$ cat src/rtl/core/iet_mul.sv
// Bit-serial shift-and-add multiplier, one multiplier bit per cycle.
`timescale 1ns / 1ps
module iet_mul #(
   parameter int A_WIDTH = 32,
   parameter int B_WIDTH = 21
) (
   input  logic                       clock,
   input  logic                       reset,
   input  logic                       start,
   input  logic [A_WIDTH-1:0]         multiplicand,
   input  logic [B_WIDTH-1:0]         multiplier,
   output logic                       done,
   output logic [A_WIDTH+B_WIDTH-1:0] product
);
   localparam int PW = A_WIDTH + B_WIDTH;
   localparam int NW = $clog2(B_WIDTH + 1);

   logic [PW-1:0]      a_ff, a_in;
   logic [B_WIDTH-1:0] b_ff, b_in;
   logic [PW-1:0]      prod_ff, prod_in;
   logic [NW-1:0]      cnt_ff, cnt_in;
   logic               busy_ff, busy_in;
   logic               done_ff, done_in;

   always_comb begin
      a_in    = a_ff;
      b_in    = b_ff;
      prod_in = prod_ff;
      cnt_in  = cnt_ff;
      busy_in = busy_ff;
      done_in = 1'b0;
      if (busy_ff) begin
         if (b_ff[0]) prod_in = prod_ff + a_ff;
         a_in   = a_ff << 1;
         b_in   = b_ff >> 1;
         cnt_in = cnt_ff - 1'b1;
         if (cnt_ff == NW'(1)) begin
            busy_in = 1'b0;
            done_in = 1'b1;
         end
      end else if (start) begin
         a_in    = PW'(multiplicand);
         b_in    = multiplier;
         prod_in = '0;
         cnt_in  = NW'(B_WIDTH);
         busy_in = 1'b1;
      end
   end

   always_ff @(posedge clock) begin
      if (reset) begin
         busy_ff <= 1'b0;
         done_ff <= 1'b0;
      end else begin
         busy_ff <= busy_in;
         done_ff <= done_in;
      end
      a_ff    <= a_in;
      b_ff    <= b_in;
      prod_ff <= prod_in;
      cnt_ff  <= cnt_in;
   end

   assign done    = done_ff;
   assign product = prod_ff;

endmodule

$ cat config.mk
export PLATFORM = sky130hd
export DESIGN_NAME = iet_mul
export DESIGN_NICKNAME = d
export VERILOG_FILES = /design/src/rtl/core/iet_mul.sv
export SDC_FILE = /design/constraint.sdc
export NUM_CORES = 1
export LEC_CHECK = 0
export ABC_AREA = 1
export BUFFER_PORTS_ARGS = -buffer_cell sky130_fd_sc_hd__buf_4
export CORE_MARGIN = 4
export CORE_UTILIZATION = 60
export CTS_CLUSTER_SIZE = 14
export DETAILED_ROUTE_END_ITERATION = 10
export GPL_TIMING_DRIVEN = 0
export HOLD_SLACK_MARGIN = 0.08
export PLACE_DENSITY = 0.9
export REMOVE_ABC_BUFFERS = 1
export SLEW_MARGIN = 5
export SYNTH_ARGS = -nofsm -noshare
export SYNTH_HDL_FRONTEND = slang
export SYNTH_SLANG_ARGS = --single-unit
$ cat constraint.sdc
create_clock -name clock -period 3 [get_ports clock]
set_input_delay 0 -clock clock [delete_from_list [all_inputs] [get_ports clock]]
set_output_delay 0 -clock clock [all_outputs]
set_load 0.01 [all_outputs]
== Word-level counts from Yosys, hierarchy flattened ==
Index checks and enable logic that the tools add are counted.

* Flip-flop bits (word level): 134
* Bits in latches: 0
* Memory bits (writable): 0
* Memory bits (read-only): 0
* Input bits: 56
* Output and inout port bits: 54
* Word-level logic and storage cells: 29
* Memories: 0

* Add/sub/neg operators: 2
* Multiply operators: 0
* Div/mod/pow operators: 0
* $lt $le $gt $ge: 0
* Eq/ne operators: 2
* Shifts and indexed selects: 0
* Muxes and demuxes: 13
* Bitwise operators: 1
* Reduce and logical (&&, ||, !) cells: 3

{| class="wikitable"
|+ Operator list
! operator !! count
|-
| $mux 53 || 5
|-
| $add 53x53->53 || 1
|-
| $mux 20 || 2
|-
| $mux 5 || 2
|-
| $eq 5x1->1 const B || 1
|-
| $sub 5x1->5 const B || 1
|-
| $mux 1 || 4
|-
| $ne 2x2->1 const B || 1
|-
| $reduce_and 2->1 || 1
|-
| $reduce_bool 2->1 || 1
|-
| $reduce_or 2->1 || 1
|-
| $not 1->1 || 1
|}

== Logic depth before layout (Yosys ltp) ==
* Word-level depth: 3
* Mapped depth: 14
* Depth with buffers taken out: 14

== Worst setup path before layout ==
No wires, ideal clock.

* Path kind: reg2reg
* Start point: register busy_ff
* End point: register a_ff[10], enable pin
* Library setup time: 0.432 ns
* Arrival time: 2.137 ns
* Data required time: 2.568 ns
* Slack: 0.431 ns
* Cell stages (with the launch flop): 4
* Path buffers: 1
* Period minus slack after synthesis: 2.569 ns
* Path through: dfxtp_1 > clkbuf_1 > nor2_1 > inv_1

* Cells in the longest elaborated chain, start to end: 1

{| class="wikitable"
|+ RTL lines
! what !! RTL line !! source
|-
| from (decl) || 22 || <nowiki>logic busy_ff, busy_in;</nowiki>
|-
| from (signal assigned) || 55 || <nowiki>busy_ff <= busy_in;</nowiki>
|-
| $reduce_bool 2->1 (no source line) || -- ||
|-
| to (signal assigned) || 58 || <nowiki>a_ff <= a_in;</nowiki>
|-
| to (decl) || 18 || <nowiki>logic [PW-1:0] a_ff, a_in;</nowiki>
|}

Every way passes these cells.
A chain may end at the register's enable or synchronous reset.

== Worst setup path after layout ==
* Start point: register busy_ff
* End point: register prod_ff[17], in the netlist product[17], enable pin

* Cells in the longest elaborated chain, start to end: 2
* Elaborated cells on any way between the ends: 3
* Classes of those cells: eq/ne: 1; reduce/logical: 2

{| class="wikitable"
|+ RTL lines
! what !! RTL line !! source
|-
| $ne 2x2->1 (no source line) / $reduce_bool 2->1 (equally long branches) || -- ||
|-
| $reduce_and 2->1 (no source line) (*) || -- ||
|-
| to (signal assigned) || 60 || <nowiki>prod_ff <= prod_in;</nowiki>
|-
| to (decl) || 20 || <nowiki>logic [PW-1:0] prod_ff, prod_in;</nowiki>
|}

Mark *: on every way between the ends. The rest lies on a longest branch, timed or not.

==> results.cfg <==
[outcome]
status = complete, no violations

[die]
core_area_mm2 = 0.01594
num_io_pins = 110
die_area_mm2 = 0.01842
rows = 46
die_h_um = 135.7
initial_core_util = 0.6140
dieWidth_um = 135.7

[clock_network]
cts-buffers-inserted = 17
clock_path_buffers = 2
clk_latency_ns = 0.44
clk_pin_slew_worst_paths_ns = 0.08
cts-root-buf = clkbuf_16
clkSinkCount = 134
cts_tree = yes
htreeDepth = 4

[hold_path]
hold_path.class = in -> reg
whs_path_depth = 3

[detailed_routing]
drc = 0
vias_per_cell = 5.392
drt-wirelength-per-cell_um = 16.92
vias = 9689
drt_iter0_drc = 944
dr.pass1.iters = 6
postRouteAntennaNets = 0
wl_mm = 30.40

[synth]
synth_xor_area_frac = 0.001790
synthArstFlopShare = 0
synthSimpleGateAreaFrac = 0.3487
ys_ff_latch = 134
ys.flop_type = edfxtp_1
synth_top_family_by_area = simple AND/OR/NAND/NOR gates
synth_area_per_cell_um2 = 6.972
synth_edf_count = 130
synthMuxAreaShare = 0
yosysSeqAreaShare = 0.4070
synth_compound_area_frac = 0.06519
synthAdderAreaFrac = 0.07107
synth_cell_types = 32
yosysWarnings = 0
syn_area_mm2 = 0.009788
netlist_instances = 1404

[timing]
setup_viol = 0
fin_crit_ns = 2.819
drv_slew = 0
relSlewSlack = 0.5637
rsz0062_at_grt = false
finalClockSkew_ns = 0.01682
worst_pin_slew_ns = 0.6521
hold_ws_ns = 0.1520
setup_slack_ns = 0.1810
fmax_ghz = 0.3547
fin_crit_sh = 0.9397
finalHoldViolCount = 0

[setup_path]
slowest_delay_ns = 0.62
end_kind = flop
critPathKind = reg -> reg
cp_top_family = buffers and inverters
cp-start-kind = flop
worstPathRequired_ns = 3.16
ff2ff_path_depth = 5
critical_path_buf_inv_count = 3
path_cells = buf_16 > clkinv_4 > nand2_1 > nand2_2 > buf_12
worstPathMaxFanout = 72
crit_cells = 5
crit_path_top_delay_cell = dfxtp_4
cp_data_arrival_time_ns = 2.98

[power_and_ir_drop]
p_per_area_mw_per_mm2 = 574.1
leakage_nw = 6.254
ir_drop_mv = 0.6027
total_power_mw = 6.916

[place]
gp_congestion = 0.9966
portBuffers = 109
dp_hpwl_mm = 20.69
dp_slack_ns = -0.2614
placed_area_mm2 = 0.01086

[final_layout]
final_cell_mix = nand2_1 (550), inv_1 (228), edfxtp_1 (130), nor2_1 (117), buf_4 (109)
final_util = 0.7557
final_common_cell = nand2_1
syn_to_final_growth_pct = 23.09
drive_gt1_frac = 0.1467
final_cell_area_mm2 = 0.01205
diodes = 0
final_nets = 1679

[grt]
grt_start_max_net_pins = 73
grt_pass1_vias = 9536
grt_pass1_wl_mm = 48.29
grtUsageTotal = 0.3381
antenna_found_initial = 0
gr-total-overflow = 0

[job]
drv_cap = 0
synth_stat cells, types with 4 or more instances:
cell | count | area [µm²]
nand3_1 | 70 | 350.3
nor3_1 | 7 | 35.03
nand2_1 | 551 | 2068
dfxtp_1 | 4 | 80.08
edfxtp_1 | 130 | 3904
o21ai_0 | 30 | 150.1
buf_2 | 6 | 30.03
o21bai_1 | 5 | 37.54
nand3_2 | 9 | 90.09
and2_1 | 5 | 31.28
inv_2 | 19 | 71.32
nand2_2 | 17 | 106.4
nor2_2 | 31 | 193.9
inv_1 | 229 | 859.6
nor3_2 | 5 | 50.05
ha_1 | 54 | 675.7
a21oi_1 | 74 | 370.4
clkbuf_1 | 18 | 67.56
nor2_1 | 117 | 439.2
worst register-to-register path: stages, from the launching register on:
cell	delay (ns)
dfxtp_4	0.62
buf_16	0.31
clkinv_4	0.48
nand2_1	0.33
nand2_2	0.41
buf_12	0.35
where the power goes:
| group | internal [mW] | total, mW | leakage [nW] | switching (mW) |
|---|---|---|---|---|
| combinational | 0.764 | 2.26 | 4.59 | 1.49 |
| clock | 1.20 | 2.17 | 0.292 | 0.962 |
| sequential | 2.34 | 2.49 | 1.37 | 0.154 |
final timing paths:
path	slack, ns	start	to
min	0.15	start	a_ff[9]$_DFFE_PP_
max reg2reg	0.18	busy_ff$_SDFF_PP0_	product[17]$_SDFFCE_PN0P_
min reg2reg	0.53	b_ff[13]$_DFFE_PP_	b_ff[12]$_DFFE_PP_
max	0.18	busy_ff$_SDFF_PP0_	product[17]$_SDFFCE_PN0P_
per-stage QoR:
stage / setup TNS, ns / cells
after global routing: 0 / 1797
after detailed placement: -8.645 / 1708
after CTS: 0 / 1796
after global placement: -875.74 / 1705
final: 0 / 1797
after floorplan: -343.32 / 1380
per-layer routing:
layer / track usage / vias up / routed length, µm
li1: - / 4723 / -
met2: 0.5719 / 482 / 14500
met1: 0.4360 / 4401 / 12510
met4: 0.1254 / 0 / 993
met3: 0.05981 / 83 / 2404
met5: 0 / - / 0
kinds of logic after synthesis:
kind of cell / after synthesis
buf+inv: 275
xor+xnor: 2
fa+ha+maj: 55
flops: 134
compound gates: 120
simple gates: 818
sequential cells by signal, indices dropped and copies added (netlist names):
signal and count:
a_ff 53, product 53, b_ff 21, cnt_ff 5
busy_ff 1, done 1
final cells by class:
class	instances	area, µm²
multi-input cells	995	4767
repair buffers	169	1474
clock inverters	14	160.2
fillers	1176	3895
clock buffers	18	439.2
flip-flops and latches	134	3988
inverters	251	949.7
well taps	216	270.3
repair_timing:
action | in CTS | in global routing
setup endpoints to repair | 53 | 30
gates resized for setup | 1 | 0
hold buffers | 56 | 0
buffers inserted | 0 | 1
endpoints found under the hold margin | 55 | 0
pin swaps | 0 | 0
Note: power is estimated with default switching activity, not from simulation.
