$ cat config.mk
export PLATFORM = sky130hd
export DESIGN_NAME = iet_log2
export DESIGN_NICKNAME = d
export VERILOG_FILES = /design/src/rtl/core/iet_pkg.sv /design/src/rtl/core/iet_log2.sv
export SDC_FILE = /design/constraint.sdc
export NUM_CORES = 2
export LEC_CHECK = 0
export ABC_AREA = 1
export BUFFER_PORTS_ARGS = -buffer_cell sky130_fd_sc_hd__buf_4
export CAP_MARGIN = 0
export CORE_UTILIZATION = 68
export CTS_CLUSTER_DIAMETER = 120
export CTS_CLUSTER_SIZE = 12
export DETAILED_ROUTE_END_ITERATION = 8
export PLACE_DENSITY = 0.88
export REMOVE_ABC_BUFFERS = 1
export SYNTH_ARGS = -nofsm -noshare
export SYNTH_HDL_FRONTEND = slang
export SYNTH_SLANG_ARGS = --single-unit
$ cat constraint.sdc
create_clock -name clock -period 19.7 [get_ports clock]
set_input_delay 1.97 -clock clock [delete_from_list [all_inputs] [get_ports clock]]
set_output_delay 1.97 -clock clock [all_outputs]
set_load 0.01 [all_outputs]
$ cat src/rtl/core/iet_pkg.sv
// Shared types and constants of the incremental entropy tracker.
`timescale 1ns / 1ps
package iet_pkg;

   localparam int SYMBOL_WIDTH  = 8;
   localparam int ADD_WIDTH     = 16;
   localparam int ENTROPY_WIDTH = 20;
   localparam int MANT_WIDTH    = 32;

   localparam logic [ENTROPY_WIDTH-1:0] ENTROPY_MAX = '1;

   typedef enum logic [3:0] {
      ST_CLEAR,
      ST_IDLE,
      ST_FETCH,
      ST_SETUP,
      ST_LOG,
      ST_MUL,
      ST_DIFF,
      ST_DIV,
      ST_FINISH
   } iet_state_type;

   typedef enum logic [1:0] {
      LOG_IDLE,
      LOG_NORM,
      LOG_SQR
   } iet_log_phase_type;

   typedef enum logic [1:0] {
      STEP_FIRST,
      STEP_SECOND,
      STEP_THIRD,
      STEP_LAST
   } iet_step_type;

endpackage

$ cat src/rtl/core/iet_log2.sv
// Fixed-point log2 unit: serial normalise, then one mantissa squaring per cycle.
`timescale 1ns / 1ps
module iet_log2 #(
   parameter int COUNT_WIDTH   = 32,
   parameter int FRACTION_BITS = 16
) (
   input  logic                                          clock,
   input  logic                                          reset,
   input  logic                                          start,
   input  logic [COUNT_WIDTH-1:0]                        operand,
   output logic                                          done,
   output logic [$clog2(COUNT_WIDTH)+FRACTION_BITS-1:0]  result
);
   import iet_pkg::*;

   localparam int EW = $clog2(COUNT_WIDTH);
   localparam int SW = $clog2(FRACTION_BITS);

   iet_log_phase_type phase_ff, phase_in;
   logic [COUNT_WIDTH-1:0]            norm_ff, norm_in;
   logic [EW-1:0]                     exp_ff, exp_in;
   logic [MANT_WIDTH-1:0]             mant_ff, mant_in;
   logic [FRACTION_BITS-1:0]          frac_ff, frac_in;
   logic [SW-1:0]                     step_ff, step_in;
   logic                              done_ff, done_in;
   logic [2*MANT_WIDTH-1:0]           square;
   logic [MANT_WIDTH:0]               scaled;
   logic [COUNT_WIDTH+MANT_WIDTH-1:0] padded;

   assign square = mant_ff * mant_ff;
   assign scaled = square[2*MANT_WIDTH-1:MANT_WIDTH-1];
   assign padded = {norm_ff, {MANT_WIDTH{1'b0}}};

   always_comb begin
      phase_in = phase_ff;
      case (phase_ff)
         LOG_IDLE: begin
            if (start && (operand != '0)) phase_in = LOG_NORM;
         end
         LOG_NORM: begin
            if (norm_ff[COUNT_WIDTH-1]) phase_in = LOG_SQR;
         end
         LOG_SQR: begin
            if (step_ff == SW'(FRACTION_BITS - 1)) phase_in = LOG_IDLE;
         end
         default: phase_in = LOG_IDLE;
      endcase
   end

   always_comb begin
      norm_in = norm_ff;
      exp_in  = exp_ff;
      mant_in = mant_ff;
      frac_in = frac_ff;
      step_in = step_ff;
      done_in = 1'b0;
      case (phase_ff)
         LOG_IDLE: begin
            if (start) begin
               norm_in = operand;
               exp_in  = EW'(COUNT_WIDTH - 1);
               frac_in = '0;
               step_in = '0;
               if (operand == '0) begin
                  exp_in  = '0;
                  done_in = 1'b1;
               end
            end
         end
         LOG_NORM: begin
            if (norm_ff[COUNT_WIDTH-1]) begin
               mant_in = padded[COUNT_WIDTH+MANT_WIDTH-1:COUNT_WIDTH];
            end else begin
               norm_in = norm_ff << 1;
               exp_in  = exp_ff - 1'b1;
            end
         end
         LOG_SQR: begin
            frac_in = {frac_ff[FRACTION_BITS-2:0], scaled[MANT_WIDTH]};
            mant_in = scaled[MANT_WIDTH] ? scaled[MANT_WIDTH:1] : scaled[MANT_WIDTH-1:0];
            step_in = step_ff + 1'b1;
            if (step_ff == SW'(FRACTION_BITS - 1)) done_in = 1'b1;
         end
         default: ;
      endcase
   end

   always_ff @(posedge clock) begin
      if (reset) begin
         phase_ff <= LOG_IDLE;
         done_ff  <= 1'b0;
      end else begin
         phase_ff <= phase_in;
         done_ff  <= done_in;
      end
      norm_ff <= norm_in;
      exp_ff  <= exp_in;
      mant_ff <= mant_in;
      frac_ff <= frac_in;
      step_ff <= step_in;
   end

   always_comb begin
      done   = done_ff;
      result = {exp_ff, frac_ff};
   end

endmodule

# ---- Word level (Yosys, flattened, before mapping)
# Index checks and enable logic that the tools add are counted.
dict set report op_classes {
  multipliers 1
  addsub 2
  mux 22
  n_reduce_logical 12
  n_eq_ne 8
}
# op n
set op_table {}
lappend op_table {{32-bit two-way mux} 4}
lappend op_table {{32-bit case mux with 2 select lines} 2}
lappend op_table {{32-bit by 32-bit multiplier with 64-bit output} 1}
lappend op_table {{32-bit zero test} 1}
lappend op_table {{16-bit case mux with 2 select lines} 1}
lappend op_table {{32-bit nonzero test} 1}
lappend op_table {{16-bit two-way mux} 1}
lappend op_table {{5-bit two-way mux} 3}
lappend op_table {{2-bit inequality test, second input constant} 5}
lappend op_table {{5-bit case mux with 2 select lines} 1}
lappend op_table {{4-bit case mux with 2 select lines} 1}
lappend op_table {{2-bit two-way mux} 3}
lappend op_table {{2-bit case mux with 3 select lines} 1}
lappend op_table {{2-bit AND reduction} 3}
lappend op_table {{3-bit AND reduction} 2}
lappend op_table {{2-bit nonzero test} 3}
lappend op_table {{5-bit by 1-bit subtractor with 5-bit output, second input constant} 1}
lappend op_table {{4-bit by 1-bit adder with 4-bit output, second input constant} 1}
lappend op_table {{4-bit equality test, second input constant} 1}
lappend op_table {{4-bit two-way mux} 1}
lappend op_table {{1-bit two-way mux} 3}
lappend op_table {{2-bit by 1-bit equality test with 1-bit output, second input constant} 1}
lappend op_table {{2-bit equality test, second input constant} 1}
lappend op_table {{2-bit zero test} 1}
lappend op_table {{other kinds (2)} 2}
dict set report word_totals {
  wordCells 53
  inputBits 35
  register_bits 92
}

# ---- Longest topological paths before layout
dict set report depth {
  word_depth 4
  ltp_mapped 36
}

# ---- Least setup slack after synthesis
# No wires, ideal clock.
dict set report synth_path {
  path_type {register to register}
  from {reg mant_ff[4]}
  to {reg mant_ff[2], data pin}
  path_slack_ns 12.724
  required_ns 19.442
  stages_incl_launch_ff 30
  arrival_ns 6.718
  setup_time_ns 0.258
  synth_period_minus_slack_ns 6.976
  n_path_buf 3
  cell_sequence {edfxtp_1 clkbuf_1 buf_1 nand2_1 fa_1 inv_1 fa_1 inv_1 fa_1 fa_1 inv_1 fa_1 inv_1 fa_1 inv_1 fa_1 fa_1 ha_1 nand2_1 nor2_1 nand2_1 nor2_1 nand2_1 nand2_2 nand2_4 nand3_2 nand2_8 buf_12 nand3_2 nand3_2}
}
dict set report synth_via {
  elab_chain_cells 3
}
# item line_no
set synth_lines {}
lappend synth_lines {{from (decl)} iet_log2.sv:22} ;# logic [MANT_WIDTH-1:0] mant_ff, mant_in;
lappend synth_lines {{from (signal assigned)} iet_log2.sv:98} ;# mant_ff <= mant_in;
lappend synth_lines {{32-bit by 32-bit multiplier with 64-bit output} iet_log2.sv:30} ;# assign square = mant_ff * mant_ff;
lappend synth_lines {{32-bit two-way mux} iet_log2.sv:80} ;# mant_in = scaled[MANT_WIDTH] ? scaled[MANT_WIDTH:1] : scaled[MANT_WIDTH-1:0];
lappend synth_lines {{32-bit case mux with 2 select lines} iet_log2.sv:57} ;# case (phase_ff)
lappend synth_lines {{net mant_in[2]} iet_log2.sv:22}
# The timed path passes the listed nets, and every way through them passes these cells.
# A chain may end at the register's enable or synchronous reset.

# ---- Worst setup path after layout
dict set report layout_path {
  from {reg mant_ff[9]}
  to {reg mant_ff[10], data pin}
}
# Same word-level chain as after synthesis.

==> results by group <==
STA
  • Worst slew pin tran: 1.01 ns
  • Final min period: 8.19 ns
  • Period utilization: 41.6%
  • TNS Setup: 0 ns
  • Fmax: 0.122 GHz
  • Unrepaired setup endpoints after global routing: no
  • Final setup vio count: 0
  • Setup ws final: 11.51 ns
  • Final Hold Vio Count: 0
  • Worst rel slew slack: 33.0%
  • Worst Skew: 0.0249 ns
  • Worst Hold Margin: 0.540 ns
  • Final Max Tran Viols: 0

Clocking
  • Clk Latency, worst-skew pair: 0.37 ns
  • Clk root buf: clkbuf_16
  • Num CTS Buffers: 9
  • Post-CTS resize count: 0
  • CTS sink cnt: 92
  • Max clock buf depth: 2
  • CTS clk-pin slew, worst paths: 0.09 ns
  • H-tree level count: 3
  • Postcts setup bufs: 0
  • Hold_buf cts: 0
  • CTS tree: yes

Worst setup path
  • Slowest-stage cell, CP: edfxtp_1
  • Critical path peak fanout: 31
  • Critical path arrival: 8.26 ns
  • Cell mode on critical path: fa_1
  • Crit end category: register
  • Startpoint class of the critical path: register
  • Crit Path Class: reg2reg
  • CP Data Required Time: 19.77 ns
  • Crit-path max cell delay: 0.89 ns

Yosys
  • Post-synthesis mux area share: 0%
  • Count leader, synth: inv_1
  • Post-Syn Area: 0.0360 mm2
  • Biggest area consumer among synthesized cells: fa_1
  • Sequential element share of the synthesized area: 7.59%
  • Post-synth cell types: 44
  • Compound-cell area share of the yosys netlist: 1.91%
  • Top cells by area, synth: fa_1 44%, inv_1 16%, nand2_1 12%
  • Main synth FF type: edfxtp_1
  • Main combinational cell family by area after synthesis: adder cells
  • Mapped Cells: 4,518
  • Share of the synthesized area in the top cell type: 44.0%
  • Ys async rst share: 0%
  • List of most frequent post-synthesis cells: 1,497 x inv_1, 1,157 x nand2_1, 791 x fa_1, 301 x ha_1, 139 x nand3_1
  • Synth Area in XOR/XNOR: 1.29%
  • Ys Warns: 0
  • Adder-Cell Fraction of Synth Area: 54.4%
  • Avg Cell Area, Syn: 7.97 um2
  • Number of synthesized flops with an enable pin: 89
  • FF+latch count, synth: 92
  • Simple-Gate Fraction of Synth Area: 17.7%

Floorplan
  • Die H: 232 um
  • DIE AREA: 0.0539 mm2
  • # IOs: 57
  • Starting density of the core: 69.5%
  • Row count: 83
  • DIE WIDTH: 232 um
  • Core Area: 0.0518 mm2

Placed design
  • Gpl congestion: 1.07
  • IO Port Bufs: 56
  • DP HPWL: 78,800 um
  • Dpl ws: 11.65 ns

Global routing
  • First-pass GRT wire length: 158,000 um
  • Antenna violations before repair: 0
  • GRT overflow: 0
  • Number of global-route vias before repair: 31.2k
  • Total Routing Usage GR: 38.3%
  • Largest net degree at the start of global routing: 66

Drt
  • Vias: 28.2k
  • DR pass1 iterations: 9
  • Avg WL per Cell: 18.7 um
  • Post-route DRC: 0
  • Via density per instance: 5.44
  • Iteration-0 DRC count of the detailed router: 2,537
  • Routed Antenna Nets: 0
  • Routed Wire Length: 96,800 um

Status
  • Status: complete, no violations

Min path
  • Worst min path class: reg2reg

Cells and area
  • Antenna Cells: 0
  • Share of layout cells above drive strength 1: 3.93%
  • Layout area overhead: 3.73%
  • Layout Nets: 5,624

Run
  • Max-cap viol count: 0
-- area by class of cell --
class,count,area [um2]
Fill cell,3818,14500
Tap cell,680,851
Clock buffer,10,229
Multi-Input combinational cell,2799,27100
Timing Repair Buffer,93,698
Clock inverter,6,93.8
Sequential cell,92,2730
Inverter,1502,5640
-- worst max-delay path, delay by kind of cell, from the launching register on --
| kind | cells | cell delay (ns) |
|---|---|---|
| adder cells (fa/ha/maj) | 9 | 4.44 |
| buffers and inverters | 6 | 0.77 |
| flip-flops | 1 | 0.89 |
| AND/OR/NAND/NOR | 12 | 1.77 |
-- placed cells by master, fill, tap and decap left out, drive strengths merged, types with 2 or more instances in the layout --
master  count
fa        791
a21o        4
o21bai     18
a31oi       2
nor3       11
bufinv      2
xor2       34
clkinv      2
dfxtp       3
buf        93
nor2      146
nor4       15
a22o        3
ha        301
nand2    1177
edfxtp     89
clkbuf     10
nand3     159
nand4      15
inv      1503
a21oi      57
and3        7
xnor2      19
o21ai      24
or2         6
a31o        5
-- sequential cells by signal (all words and copies together), names as in the netlist --
signal and cells:
done 1, exp_ff 5, frac_ff 16, mant_ff 32
norm_ff 32, phase_ff 2, step_ff 4
-- cell families after synthesis --
kind of cell	count (synthesis)
compound gates	116
xor+xnor	53
fa+ha+maj	1092
buf+inv	1627
flops	92
simple gates	1538
-- per-stage QoR --
stage,instance area [um2],utilization (%),std cells
finish,37400,72.1,5182
global route,37400,72.1,5182
CTS,37400,72.1,5182
detailed placement,37000,71.5,5166
global placement,37000,71.5,5166
floorplan,35500,-,4393
-- routing by layer --
layer / up-vias / share of wire [%] / GRT usage [%]
met1: 13588 / 35 / 45.9
met4: 0 / 5.7 / 18.4
met2: 1483 / 49 / 65.5
met5: - / 0 / 0
met3: 406 / 10 / 8.50
li1: 12693 / - / -
-- path summary, 6_finish.rpt --
check	start	to	slack, ns	cells after the start
setup / recovery	mant_ff[9]	mant_ff[10]	11.51	27
hold / removal	norm_ff[16]	norm_ff[17]	0.54	2
setup reg to reg	mant_ff[9]	mant_ff[10]	11.51	27
hold reg to reg	norm_ff[16]	norm_ff[17]	0.54	2
Power is left out: the tool's default activity adds up to more than one toggle a clock period on the data nets, which glitch-free logic cannot reach.
