==> config.mk <==
export PLATFORM = sky130hd
export DESIGN_NAME = iet_div
export DESIGN_NICKNAME = d
export VERILOG_FILES = /design/src/rtl/core/iet_div.sv
export SDC_FILE = /design/constraint.sdc
export NUM_CORES = 1
export LEC_CHECK = 0
export BUFFER_PORTS_ARGS = -buffer_cell sky130_fd_sc_hd__buf_2
export CELL_PAD_IN_SITES_DETAIL_PLACEMENT = 1
export CELL_PAD_IN_SITES_GLOBAL_PLACEMENT = 1
export CORE_MARGIN = 2
export CORE_UTILIZATION = 47
export CTS_CLUSTER_DIAMETER = 120
export DETAILED_ROUTE_END_ITERATION = 7
export GPL_TIMING_DRIVEN = 0
export PLACE_DENSITY = 0.91
export SLEW_MARGIN = 20
export SYNTH_ARGS = -nofsm -noshare
export SYNTH_HDL_FRONTEND = slang
export SYNTH_SLANG_ARGS = --single-unit
==> constraint.sdc <==
create_clock -name clock -period 10.65 [get_ports clock]
set_clock_uncertainty 0.2 [all_clocks]
set_input_delay 1.065 -clock clock [delete_from_list [all_inputs] [get_ports clock]]
set_output_delay 1.065 -clock clock [all_outputs]
set_load 0.03 [all_outputs]
==> src/rtl/core/iet_div.sv <==
// Bit-serial restoring divider, one quotient bit per cycle.
`timescale 1ns / 1ps
module iet_div #(
   parameter int N_WIDTH = 55,
   parameter int D_WIDTH = 32
) (
   input  logic               clock,
   input  logic               reset,
   input  logic               start,
   input  logic [N_WIDTH-1:0] dividend,
   input  logic [D_WIDTH-1:0] divisor,
   output logic               done,
   output logic [N_WIDTH-1:0] quotient
);
   localparam int NW = $clog2(N_WIDTH + 1);

   logic [D_WIDTH-1:0] rem_ff, rem_in;
   logic [N_WIDTH-1:0] quo_ff, quo_in;
   logic [D_WIDTH-1:0] dvs_ff, dvs_in;
   logic [NW-1:0]      cnt_ff, cnt_in;
   logic               busy_ff, busy_in;
   logic               done_ff, done_in;
   logic [D_WIDTH:0]   trial;
   logic [D_WIDTH:0]   diff;
   logic               fits;

   assign trial = {rem_ff, quo_ff[N_WIDTH-1]};
   assign fits  = trial >= {1'b0, dvs_ff};
   assign diff  = trial - {1'b0, dvs_ff};

   always_comb begin
      rem_in  = rem_ff;
      quo_in  = quo_ff;
      dvs_in  = dvs_ff;
      cnt_in  = cnt_ff;
      busy_in = busy_ff;
      done_in = 1'b0;
      if (busy_ff) begin
         rem_in = fits ? diff[D_WIDTH-1:0] : trial[D_WIDTH-1:0];
         quo_in = {quo_ff[N_WIDTH-2:0], fits};
         cnt_in = cnt_ff - 1'b1;
         if (cnt_ff == NW'(1)) begin
            busy_in = 1'b0;
            done_in = 1'b1;
         end
      end else if (start) begin
         rem_in  = '0;
         quo_in  = dividend;
         dvs_in  = divisor;
         cnt_in  = NW'(N_WIDTH);
         busy_in = 1'b1;
      end
   end

   always_ff @(posedge clock) begin
      if (reset) begin
         busy_ff <= 1'b0;
         done_ff <= 1'b0;
      end else begin
         busy_ff <= busy_in;
         done_ff <= done_in;
      end
      rem_ff <= rem_in;
      quo_ff <= quo_in;
      dvs_ff <= dvs_in;
      cnt_ff <= cnt_in;
   end

   assign done     = done_ff;
   assign quotient = quo_ff;

endmodule

Word level (Yosys, flattened, before mapping) --
Index checks and enable logic that the tools add are counted.
Operators by class: reduce and logical (&&, ||, !) cells 3, bitwise logic cells 1, $add $sub $neg 2, muxes and demuxes 11, equality and inequality tests 1, order comparisons 1
Operators with widths (count):
- $mux W55 | 2
- $mux W32 | 3
- $ge A33 B32 Y1 | 1
- $sub A32 B32 Y32 | 1
- $mux W6 | 2
- $eq A6 B1 Y1 const B | 1
- $sub A6 B1 Y6 const B | 1
- $mux W1 | 4
- $reduce_and A2 Y1 | 1
- $reduce_bool A2 Y1 | 1
- $reduce_or A2 Y1 | 1
- $not A1 Y1 | 1
Storage, ports and cells: input port bits 90, output and inout bits 56, word-level logic and storage cells 25, flip-flop bits (word level) 127

Logic depth before layout (Yosys ltp) --
Gate-level depths: netlist of run 1.
depth in word-level cells 3, depth in mapped cells 14, gate-level depth less buffers 12

Worst setup path before layout of run 1 --
No wires, ideal clock.
kind in2reg, start input port start, end register cnt_ff[0], enable pin, cell stages on the path 2, data required time 10.003 ns, buffers on the path 0, library setup time 0.447 ns, arrival 2.926 ns, setup slack 7.077 ns, cell sequence nor2_1 inv_1
Between the ends: word-level cells in the longest chain between the ends 1
RTL lines:
- start: declaration | RTL line 9 | input logic start,
- $reduce_bool A2 Y1 (no source line)
- end signal: assignment | RTL line 66 | cnt_ff <= cnt_in;
- end: declaration | RTL line 20 | logic [NW-1:0] cnt_ff, cnt_in;
Every way passes these cells. A chain may end at the register's enable or synchronous reset.

Worst setup path after layout of run 1 --
start register rem_ff[0], end register rem_ff[27], data pin
Between the ends: word-level cells in the longest chain between the ends 3, elaborated cells between the ends (all ways) 4, classes of those cells add/sub: 1; order compare: 1; mux: 2
RTL lines:
- start: declaration | RTL line 17 | logic [D_WIDTH-1:0] rem_ff, rem_in;
- start signal: assignment | RTL line 63 | rem_ff <= rem_in;
- $sub A32 B32 Y32 or $ge A33 B32 Y1 (tied branches) | RTL line 29, 28
- $mux W32 * | RTL line 39 | rem_in = fits ? diff[D_WIDTH-1:0] : trial[D_WIDTH-1:0];
- $mux W32 * | RTL line 38 | if (busy_ff) begin
Every way passes the cells marked *; elsewhere a longest branch is shown, timed or not.

==> flow_summary.toml, run 1 <==
[outcome]
outcome = "completed"

[critical_path]
critical_path_class = "reg2reg"
regToRegSetupSlack_ns = 6.54
reg2regPathDepth = 11
critical_path_arrival_ns = 4.16
worstPathMaxFanout = 10
setup.worst_path.start_class = "flip-flop"
critical_path.reg2reg.startpoint = "rem_ff[0]"
worst-endpoint-required_ns = 10.70
critical_path.reg2reg.endpoint = "rem_ff[27]"
crit_path_end_kind = "flip-flop"

[clocking]
cts_root_buffer_type = "clkbuf_16"
cts_hold_buf = 0
clock_tree_from_tritoncts = "done"
clock_latency_ns = 0.43
num_cts_buffers = 17
htree_levels = 4
clock_transition_at_the_registers_of_the_reported_paths_ns = 0.06
cts_buffer_depth = 2
clkSinkCount = 127
cts_setup_buffers = 0
post_cts_resize_count = 0

[grt]
grt_pass1_vias = 6050
grt_max_degree = 61
overflow = 0
global_route_wire_length_before_repair_um = 32800
initial_antenna_violation_count = 1
grt_use_total_pct = 27.1

[synthesis]
synth_seq_area_share_pct = 54.0
synth_enable_flop_cells = 125
synth_simple_gate_area_share_pct = 9.42
synth_compound_gate_area_share_pct = 12.4
yosysWarningCount = 0
synth_adder_area_share_pct = 6.34
synth_flop_cell = "edfxtp_1"
register_bit_total_from_synthesis = 127
synth.avg_cell_area_um2 = 12.2
async_reset_ff_share_pct = 0
yosys.area_share.xor_xnor_pct = 3.24
syn-cell-area_um2 = 7030
synthMuxAreaShare_pct = 11.1
postSynthCellCount = 574
dominant_combinational_cell_family_by_area_after_synthesis = "compound AO/OA/AOI/OAI gates"
ys_types = 51
synthesis.nets = 699

[final_layout]
layout.nets = 865
n_antenna_cell = 0
layout-drive-gt1-share_pct = 32.7
synthToLayoutAreaGrowth_pct = 22.6
final_cell_mix = "145 x buf_2, 125 x edfxtp_1, 55 x mux2_2"
final_design_area_no_fill_um2 = 8610
finish.utilization_pct = 59.0
mostFrequentLayoutCell = "buf_2"
final_cells = 936

[routing]
detail_route.drc_violations = 0
avgRoutedWirePerCell_um = 22.3
drt-vias-per-instance = 5.82
drt_first_iter_violations = 360
drt_wl_total_um = 20900
via_total_after_detailed_routing = 5447
drt_pass1_iterations = 5
detail-route-antenna-nets = 0

[place]
routabilityCongestion = 0.895
hpwlAfterDp_um = 14500
numPlacedInstances = 905
place_ws_ns = 6.73
io_buffer_count = 145
placed_area_um2 = 8050

[die]
die_area_um2 = 15900
die_h_um = 126
rows = 44
core_area_um2 = 14600
io_count = 146
initial_utilization_pct = 48.2
die_w_um = 126

[sta]
timing.final.max_slew_violations = 0
setup_viol = 0
max_slew_margin_pct = 46.8
hold_violations = 0
tightestPinTransition_ns = 0.798
max_freq_mhz = 243
finalWorstSetupSlack_ns = 6.54
layout_worst_path_cycle_share_pct = 38.6
final_worst_hold_slack_ns = 0.386
finalWorstPathRequiredPeriod_ns = 4.11
rsz0062_at_grt = "false"
fin_tns_setup_ns = 0

[power_and_ir_drop]
power.total_mw = 1.71
p_leak_nw = 3.70
vdd_drop_max_v = 0.000141
power.density_cell_area_nw_per_um2 = 198

[hold_path]
holdPathStages = 1
worstHoldEndpoint = "quotient[23]"
holdCritPathClass = "reg2reg"
hold_path_startpoint = "quotient[22]"

[run]
maxcap_violations = 0
worst max path at each step:
stage               from           end  slack (ns)  cells past startpoint
6_report       rem_ff[0]    rem_ff[27]        6.54                     11
5_1_grt        rem_ff[0]    rem_ff[28]        6.41                     11
4_1_cts        rem_ff[0]    rem_ff[28]        6.59                     11
3_5_place_dp   rem_ff[2]    rem_ff[28]        6.73                     11
3_3_place_gp     busy_ff  quotient[12]        6.13                      4
2_1_floorplan      start     cnt_ff[0]        7.08                      2
state kept, by name, summed over array words and instances, names as in the netlist:
name / flops
busy_ff: 1
cnt_ff: 6
done: 1
dvs_ff: 32
quotient: 55
rem_ff: 32
routing by layer:
layer / track usage (%) / vias up / routed length, µm
met5: 0 / - / 13
met1: 30.6 / 2696 / 8120
met4: 10.1 / 2 / 514
li1: - / 2474 / -
met2: 47.6 / 228 / 10700
met3: 9.26 / 47 / 1510
cell type report:
cell class                      count  area [µm²]
Tap cell                          184         230
Clock buffer                       18         429
Multi-Input combinational cell    388        2990
Clock inverter                     13         139
Fill cell                        1522        5970
Buffer                             19        97.6
Inverter                           40         153
Sequential cell                   127        3790
Timing Repair Buffer              147         781
kinds of logic after synthesis:
logic type | Yosys count
compound gates | 124
simple gates | 132
mux | 71
fa+ha+maj | 35
flops | 127
xor+xnor | 26
buf+inv | 59
synth_stat cells, types with 3 or more instances:
cell / instances / area [µm²]
a21o_1: 11 / 82.6
and2_1: 3 / 18.8
nand2b_1: 5 / 31.3
o21bai_1: 6 / 45.0
a21boi_0: 8 / 60.1
xnor2_1: 13 / 114
o211ai_1: 6 / 45.0
o21a_1: 5 / 37.5
ha_1: 34 / 425
a31oi_1: 5 / 31.3
edfxtp_1: 125 / 3750
xor2_1: 13 / 114
nand4_1: 3 / 18.8
inv_1: 40 / 150
nor2b_1: 22 / 138
nor2_1: 24 / 90.1
and3_1: 7 / 43.8
o221ai_1: 3 / 26.3
nor3_1: 6 / 30.0
o21ai_0: 18 / 90.1
nand3_1: 17 / 85.1
nand2_1: 36 / 135
mux2i_1: 16 / 160
buf_6: 3 / 33.8
a21oi_1: 37 / 185
o211a_1: 6 / 60.1
mux2_2: 55 / 619
clkbuf_1: 15 / 56.3
power by group:
part           switching, mW  leakage, nW  internal [mW]
registers             0.0331         1.27          0.619
clock network          0.235        0.278          0.344
logic                  0.293         2.16          0.186
total                  0.561         3.70           1.15
critical path, cell delays in order (launching register included):
cell and delay [ns]:
edfxtp_1 0.45, ha_1 0.36, nor2b_1 0.30, o21bai_1 0.16, a21oi_1 0.27, o32ai_2 0.18
a211oi_1 0.59, o311ai_4 0.29, nand2_4 0.22, clkbuf_1 0.50, o21ai_0 0.16, a21oi_1 0.25
Power figures use the tool's default switching activity.
==> run 2, diff against run 1 <==
CORE_UTILIZATION = 44   (was 47)
PLACE_DENSITY = 0.86   (was 0.91)
clock period = 4.1 ns   (was 10.65 ns; I/O delays follow)
==> run 2 against run 1 <==
- highest routed layer is now met4
- critical path depth unchanged
- die area is 6.6% higher
- critical endpoint unchanged
- via count grew 0.33%
==> flow_summary.toml, run 2 (synthesized netlist as in run 1, its figures left out) <==
[outcome]
outcome = "completed"

[critical_path]
critical_path_arrival_ns = 3.84
crit_path_end_kind = "flip-flop"
worst-endpoint-required_ns = 4.08
critical_path_class = "reg2reg"
setup.worst_path.start_class = "flip-flop"
worstPathMaxFanout = 10

[sta]
max_freq_mhz = 259
rsz0062_at_grt = "false"
tightestPinTransition_ns = 0.829
final_worst_hold_slack_ns = 0.0779
setup_viol = 0
finalWorstPathRequiredPeriod_ns = 3.86
finalWorstSetupSlack_ns = 0.236
hold_violations = 0
max_slew_margin_pct = 44.7
layout_worst_path_cycle_share_pct = 94.2
timing.final.max_slew_violations = 0

[die]
die_area_um2 = 17000
die_h_um = 130
io_count = 146
initial_utilization_pct = 44.5
rows = 46
die_w_um = 130
core_area_um2 = 15800

[routing]
via_total_after_detailed_routing = 5465
drt_first_iter_violations = 263
met3_wirelength_um = 1290
wl_met2_um = 10700
avgRoutedWirePerCell_um = 20.7
detail-route-antenna-nets = 0
wirelength_met1_um = 8350
drt_wl_total_um = 20700
detail_route.drc_violations = 0
top_metal_used = "met4"
drt_pass1_iterations = 5
drt-vias-per-instance = 5.45

[final_layout]
mostFrequentLayoutCell = "buf_2"
n_antenna_cell = 0
layout-drive-gt1-share_pct = 31.8
largest_register_ff_count = 55
final_cell_mix = "145 x buf_2, 125 x edfxtp_1, 55 x mux2_2"
layout.nets = 898
finish.utilization_pct = 57.1
synthToLayoutAreaGrowth_pct = 28.1

[clocking]
num_cts_buffers = 17
cts_setup_buffers = 0
cts_buffer_depth = 2
htree_levels = 4
clkSinkCount = 127
clock_tree_from_tritoncts = "done"
cts_root_buffer_type = "clkbuf_16"
clock_latency_ns = 0.44
clock_transition_at_the_registers_of_the_reported_paths_ns = 0.06

[power_and_ir_drop]
p_leak_nw = 3.85
vdd_drop_max_v = 0.000343
power.total_mw = 4.47
power.density_cell_area_nw_per_um2 = 497

[place]
place_ws_ns = 0.206
io_buffer_count = 145
hpwlAfterDp_um = 14200
routabilityCongestion = 0.930

[grt]
grt_pass1_vias = 6151
overflow = 0
grt_use_total_pct = 25.7
initial_antenna_violation_count = 0
global_route_wire_length_before_repair_um = 32700
grt_max_degree = 63

[run]
maxcap_violations = 0

[hold_path]
holdCritPathClass = "in2reg"
==> run 2: cell count changes in the layout (fill, tap and decap cells not counted), sizes merged <==
cell / previous run / this run
dlygate4sd3: 0 / 33
clkinv: 7 / 4
bufinv: 2 / 1
clkbuf: 33 / 34
clkinvlp: 1 / 2
inv: 43 / 46
==> run 2: layout make-up <==
| class | count | area, µm² |
|---|---|---|
| flip-flops and latches | 127 | 3790 |
| well taps | 216 | 270 |
| plain buffers | 19 | 98.8 |
| inverters | 40 | 153 |
| clock buffers | 19 | 453 |
| clock inverters | 13 | 128 |
| multi-input cells | 388 | 2990 |
| repair buffers | 180 | 1110 |
| fillers | 1711 | 6770 |
==> run 2: per-stage QoR <==
stage / area, µm² / TNS, ns / cells
final: 9000 / 0 / 1002
after global routing: 9000 / 0 / 1002
after CTS: 9000 / 0 / 1002
after detailed placement: 8090 / 0 / 937
after global placement: 8020 / -41.28 / 935
after floorplan: 7030 / 0 / 574
==> run 2: power by group <==
part	leakage, nW	internal, mW	switching, mW
Combinational	2.30	0.502	0.756
Clock	0.283	0.879	0.642
Sequential	1.27	1.61	0.0829
==> run 2: path summary, 6_finish.rpt <==
path                                    from            to  slack (ns)  cells after the start
worst max-delay path               rem_ff[1]    rem_ff[27]        0.24                     11
worst min-delay path            dividend[20]  quotient[20]        0.08                      2
worst max register to register     rem_ff[1]    rem_ff[27]        0.24                     11
worst min register to register     cnt_ff[4]          done        0.37                      1
==> run 2: critical path, stage by stage, from the launching register on <==
cell and delay (ns):
edfxtp_1 0.41, ha_1 0.39, nand3_1 0.16, o21bai_1 0.17
a21oi_1 0.14, o32ai_2 0.43, a211oi_1 0.23, o311ai_4 0.64
nand2_4 0.20, clkbuf_2 0.32, o21ai_0 0.25, a21oi_1 0.07
==> run 2: layer usage <==
layer  global-route usage, %  up-vias
met4                    7.95        0
met2                    46.1      173
li1                        -     2539
met5                       0        -
met3                    8.32       35
met1                    29.3     2718
==> run 2: timing repair <==
item,4_1_cts,5_1_grt
hold buffers,33,0
endpoints found under the hold margin,34,0
resized for setup,0,2
endpoints found under the setup margin,0,9
==> run 3, diff against run 2 <==
CELL_PAD_IN_SITES_DETAIL_PLACEMENT = not set   (was 1)
CELL_PAD_IN_SITES_GLOBAL_PLACEMENT = not set   (was 1)
CORE_UTILIZATION = 55   (was 44)
SKIP_LAST_GASP = 1   (was not set)
==> run 3 against run 2 <==
- clock power about the same
- via count down 1.3%
- worst hold slack worse by 0.0013 ns
- fmax up 0.30%
- clock-buffer cell count unchanged
- sequential share of layout area up 0.32 points
- final cell count down 4.6%
- die area down 19%
- core utilization up 14 points
- cell area down 0.75%
- flip-flop and latch count unchanged
- highest routed layer unchanged
- register-to-register slack about the same
==> flow_summary.toml, run 3 (synthesized netlist as in run 1, its figures left out) <==
[sta]
hold_violations = 0
tightestPinTransition_ns = 0.774
timing.final.max_slew_violations = 0
fin_tns_setup_ns = 0
max_slew_margin_pct = 48.4
layout_worst_path_cycle_share_pct = 94.0
finalWorstPathRequiredPeriod_ns = 3.85
max_freq_mhz = 260
setup_viol = 0
rsz0062_at_grt = "false"
finalWorstSetupSlack_ns = 0.248

[grt]
global_route_wire_length_before_repair_um = 26300
initial_antenna_violation_count = 0
grt_pass1_vias = 5584
overflow = 0
grt_use_total_pct = 25.3
grt_max_degree = 49

[clocking]
cts_buffer_depth = 2
clock_tree_from_tritoncts = "done"
clock_transition_at_the_registers_of_the_reported_paths_ns = 0.06
cts_hold_buf = 33
num_cts_buffers = 17
cts_root_buffer_type = "clkbuf_16"
clkSinkCount = 127
clock_latency_ns = 0.43
cts_setup_buffers = 0
post_cts_resize_count = 0
htree_levels = 4

[place]
io_buffer_count = 145
numPlacedInstances = 893
routabilityCongestion = 0.988
place_ws_ns = 0.287
hpwlAfterDp_um = 11700
placed_area_um2 = 8020

[run]
maxcap_violations = 0

[routing]
detail-route-antenna-nets = 0
drt_first_iter_violations = 292
drt-vias-per-instance = 5.64
via_total_after_detailed_routing = 5396
drt_wl_total_um = 16800
avgRoutedWirePerCell_um = 17.6
drt_pass1_iterations = 5
detail_route.drc_violations = 0

[critical_path]
critical_path_arrival_ns = 3.81
cp_cell_sequence = "ha_1 -> a21o_1 -> a21oi_2 -> a21oi_1 -> o32ai_2 -> a211oi_1 -> o311ai_4 -> nand2_4 -> clkbuf_1 -> nand4b_1 -> o221ai_1"
crit_path_end_kind = "flip-flop"
cpMaxStageDelayCell = "o311ai_4"
critical_path_class = "reg2reg"
setup.worst_path.start_class = "flip-flop"
crit_path_max_incr_delay_ns = 0.60
worstPathMaxFanout = 10
worst-endpoint-required_ns = 4.06

[die]
die_h_um = 117
rows = 41
io_count = 146
initial_utilization_pct = 55.9
core_area_um2 = 12600
die_w_um = 117
die_area_um2 = 13700

[final_layout]
n_antenna_cell = 0
largest_register_ff_count = 55
final_design_area_no_fill_um2 = 8930
layout.nets = 898
final_cells = 956
layout-drive-gt1-share_pct = 31.1
mostFrequentLayoutCell = "buf_2"
final_cell_mix = "145 x buf_2, 125 x edfxtp_1, 55 x mux2_2"
synthToLayoutAreaGrowth_pct = 27.1

[hold_path]
holdCritPathClass = "in2reg"

[power_and_ir_drop]
p_leak_nw = 3.83
vdd_drop_max_v = 0.000361
power.density_cell_area_nw_per_um2 = 493
power.total_mw = 4.40

[outcome]
outcome = "completed"
run 3: report_power, final:
part	leakage (nW)	internal (mW)	switching (mW)
clock	0.272	0.944	0.562
sequential	1.27	1.61	0.0744
combinational	2.29	0.499	0.717
run 3: per-layer routing:
layer	share of wire [%]	up-vias	global-route usage, %
met1	41	2598	29.7
met3	7.1	31	7.42
li1	-	2542	-
met2	50	225	44.0
met4	2.1	0	9.80
met5	0	-	0
run 3: worst paths after layout:
check	slack, ns	startpoint	cells past startpoint	to
worst min register to register	0.34	cnt_ff[4]	1	done
worst max-delay path	0.25	rem_ff[2]	11	rem_ff[31]
worst min-delay path	0.08	dividend[50]	2	quotient[50]
worst max register to register	0.25	rem_ff[2]	11	rem_ff[31]
run 3: metrics by stage:
step | util, % | hold slack [ns]
floorplan | - | 0.278
global placement | 63.4 | 0.318
detailed placement | 63.8 | 0.330
CTS | 71.1 | 0.0804
global route | 71.1 | 0.0769
finish | 71.1 | 0.0766
run 3: layout make-up:
class,count,area [µm²]
buffer,19,97.6
clock buffer,19,433
clock inverter,11,144
fill,883,3640
inverter,40,153
multi-input combinational,388,2990
sequential,127,3790
tap,172,215
timing repair buffer,180,1100
run 3: critical path: cells and delay by family (launching register included):
family	cells	cell delay (ns)
adder cells (fa/ha/maj)	1	0.38
flip-flops	1	0.38
AO/OA/AOI/OAI	7	1.85
buffers and inverters	1	0.36
AND/OR/NAND/NOR	2	0.40
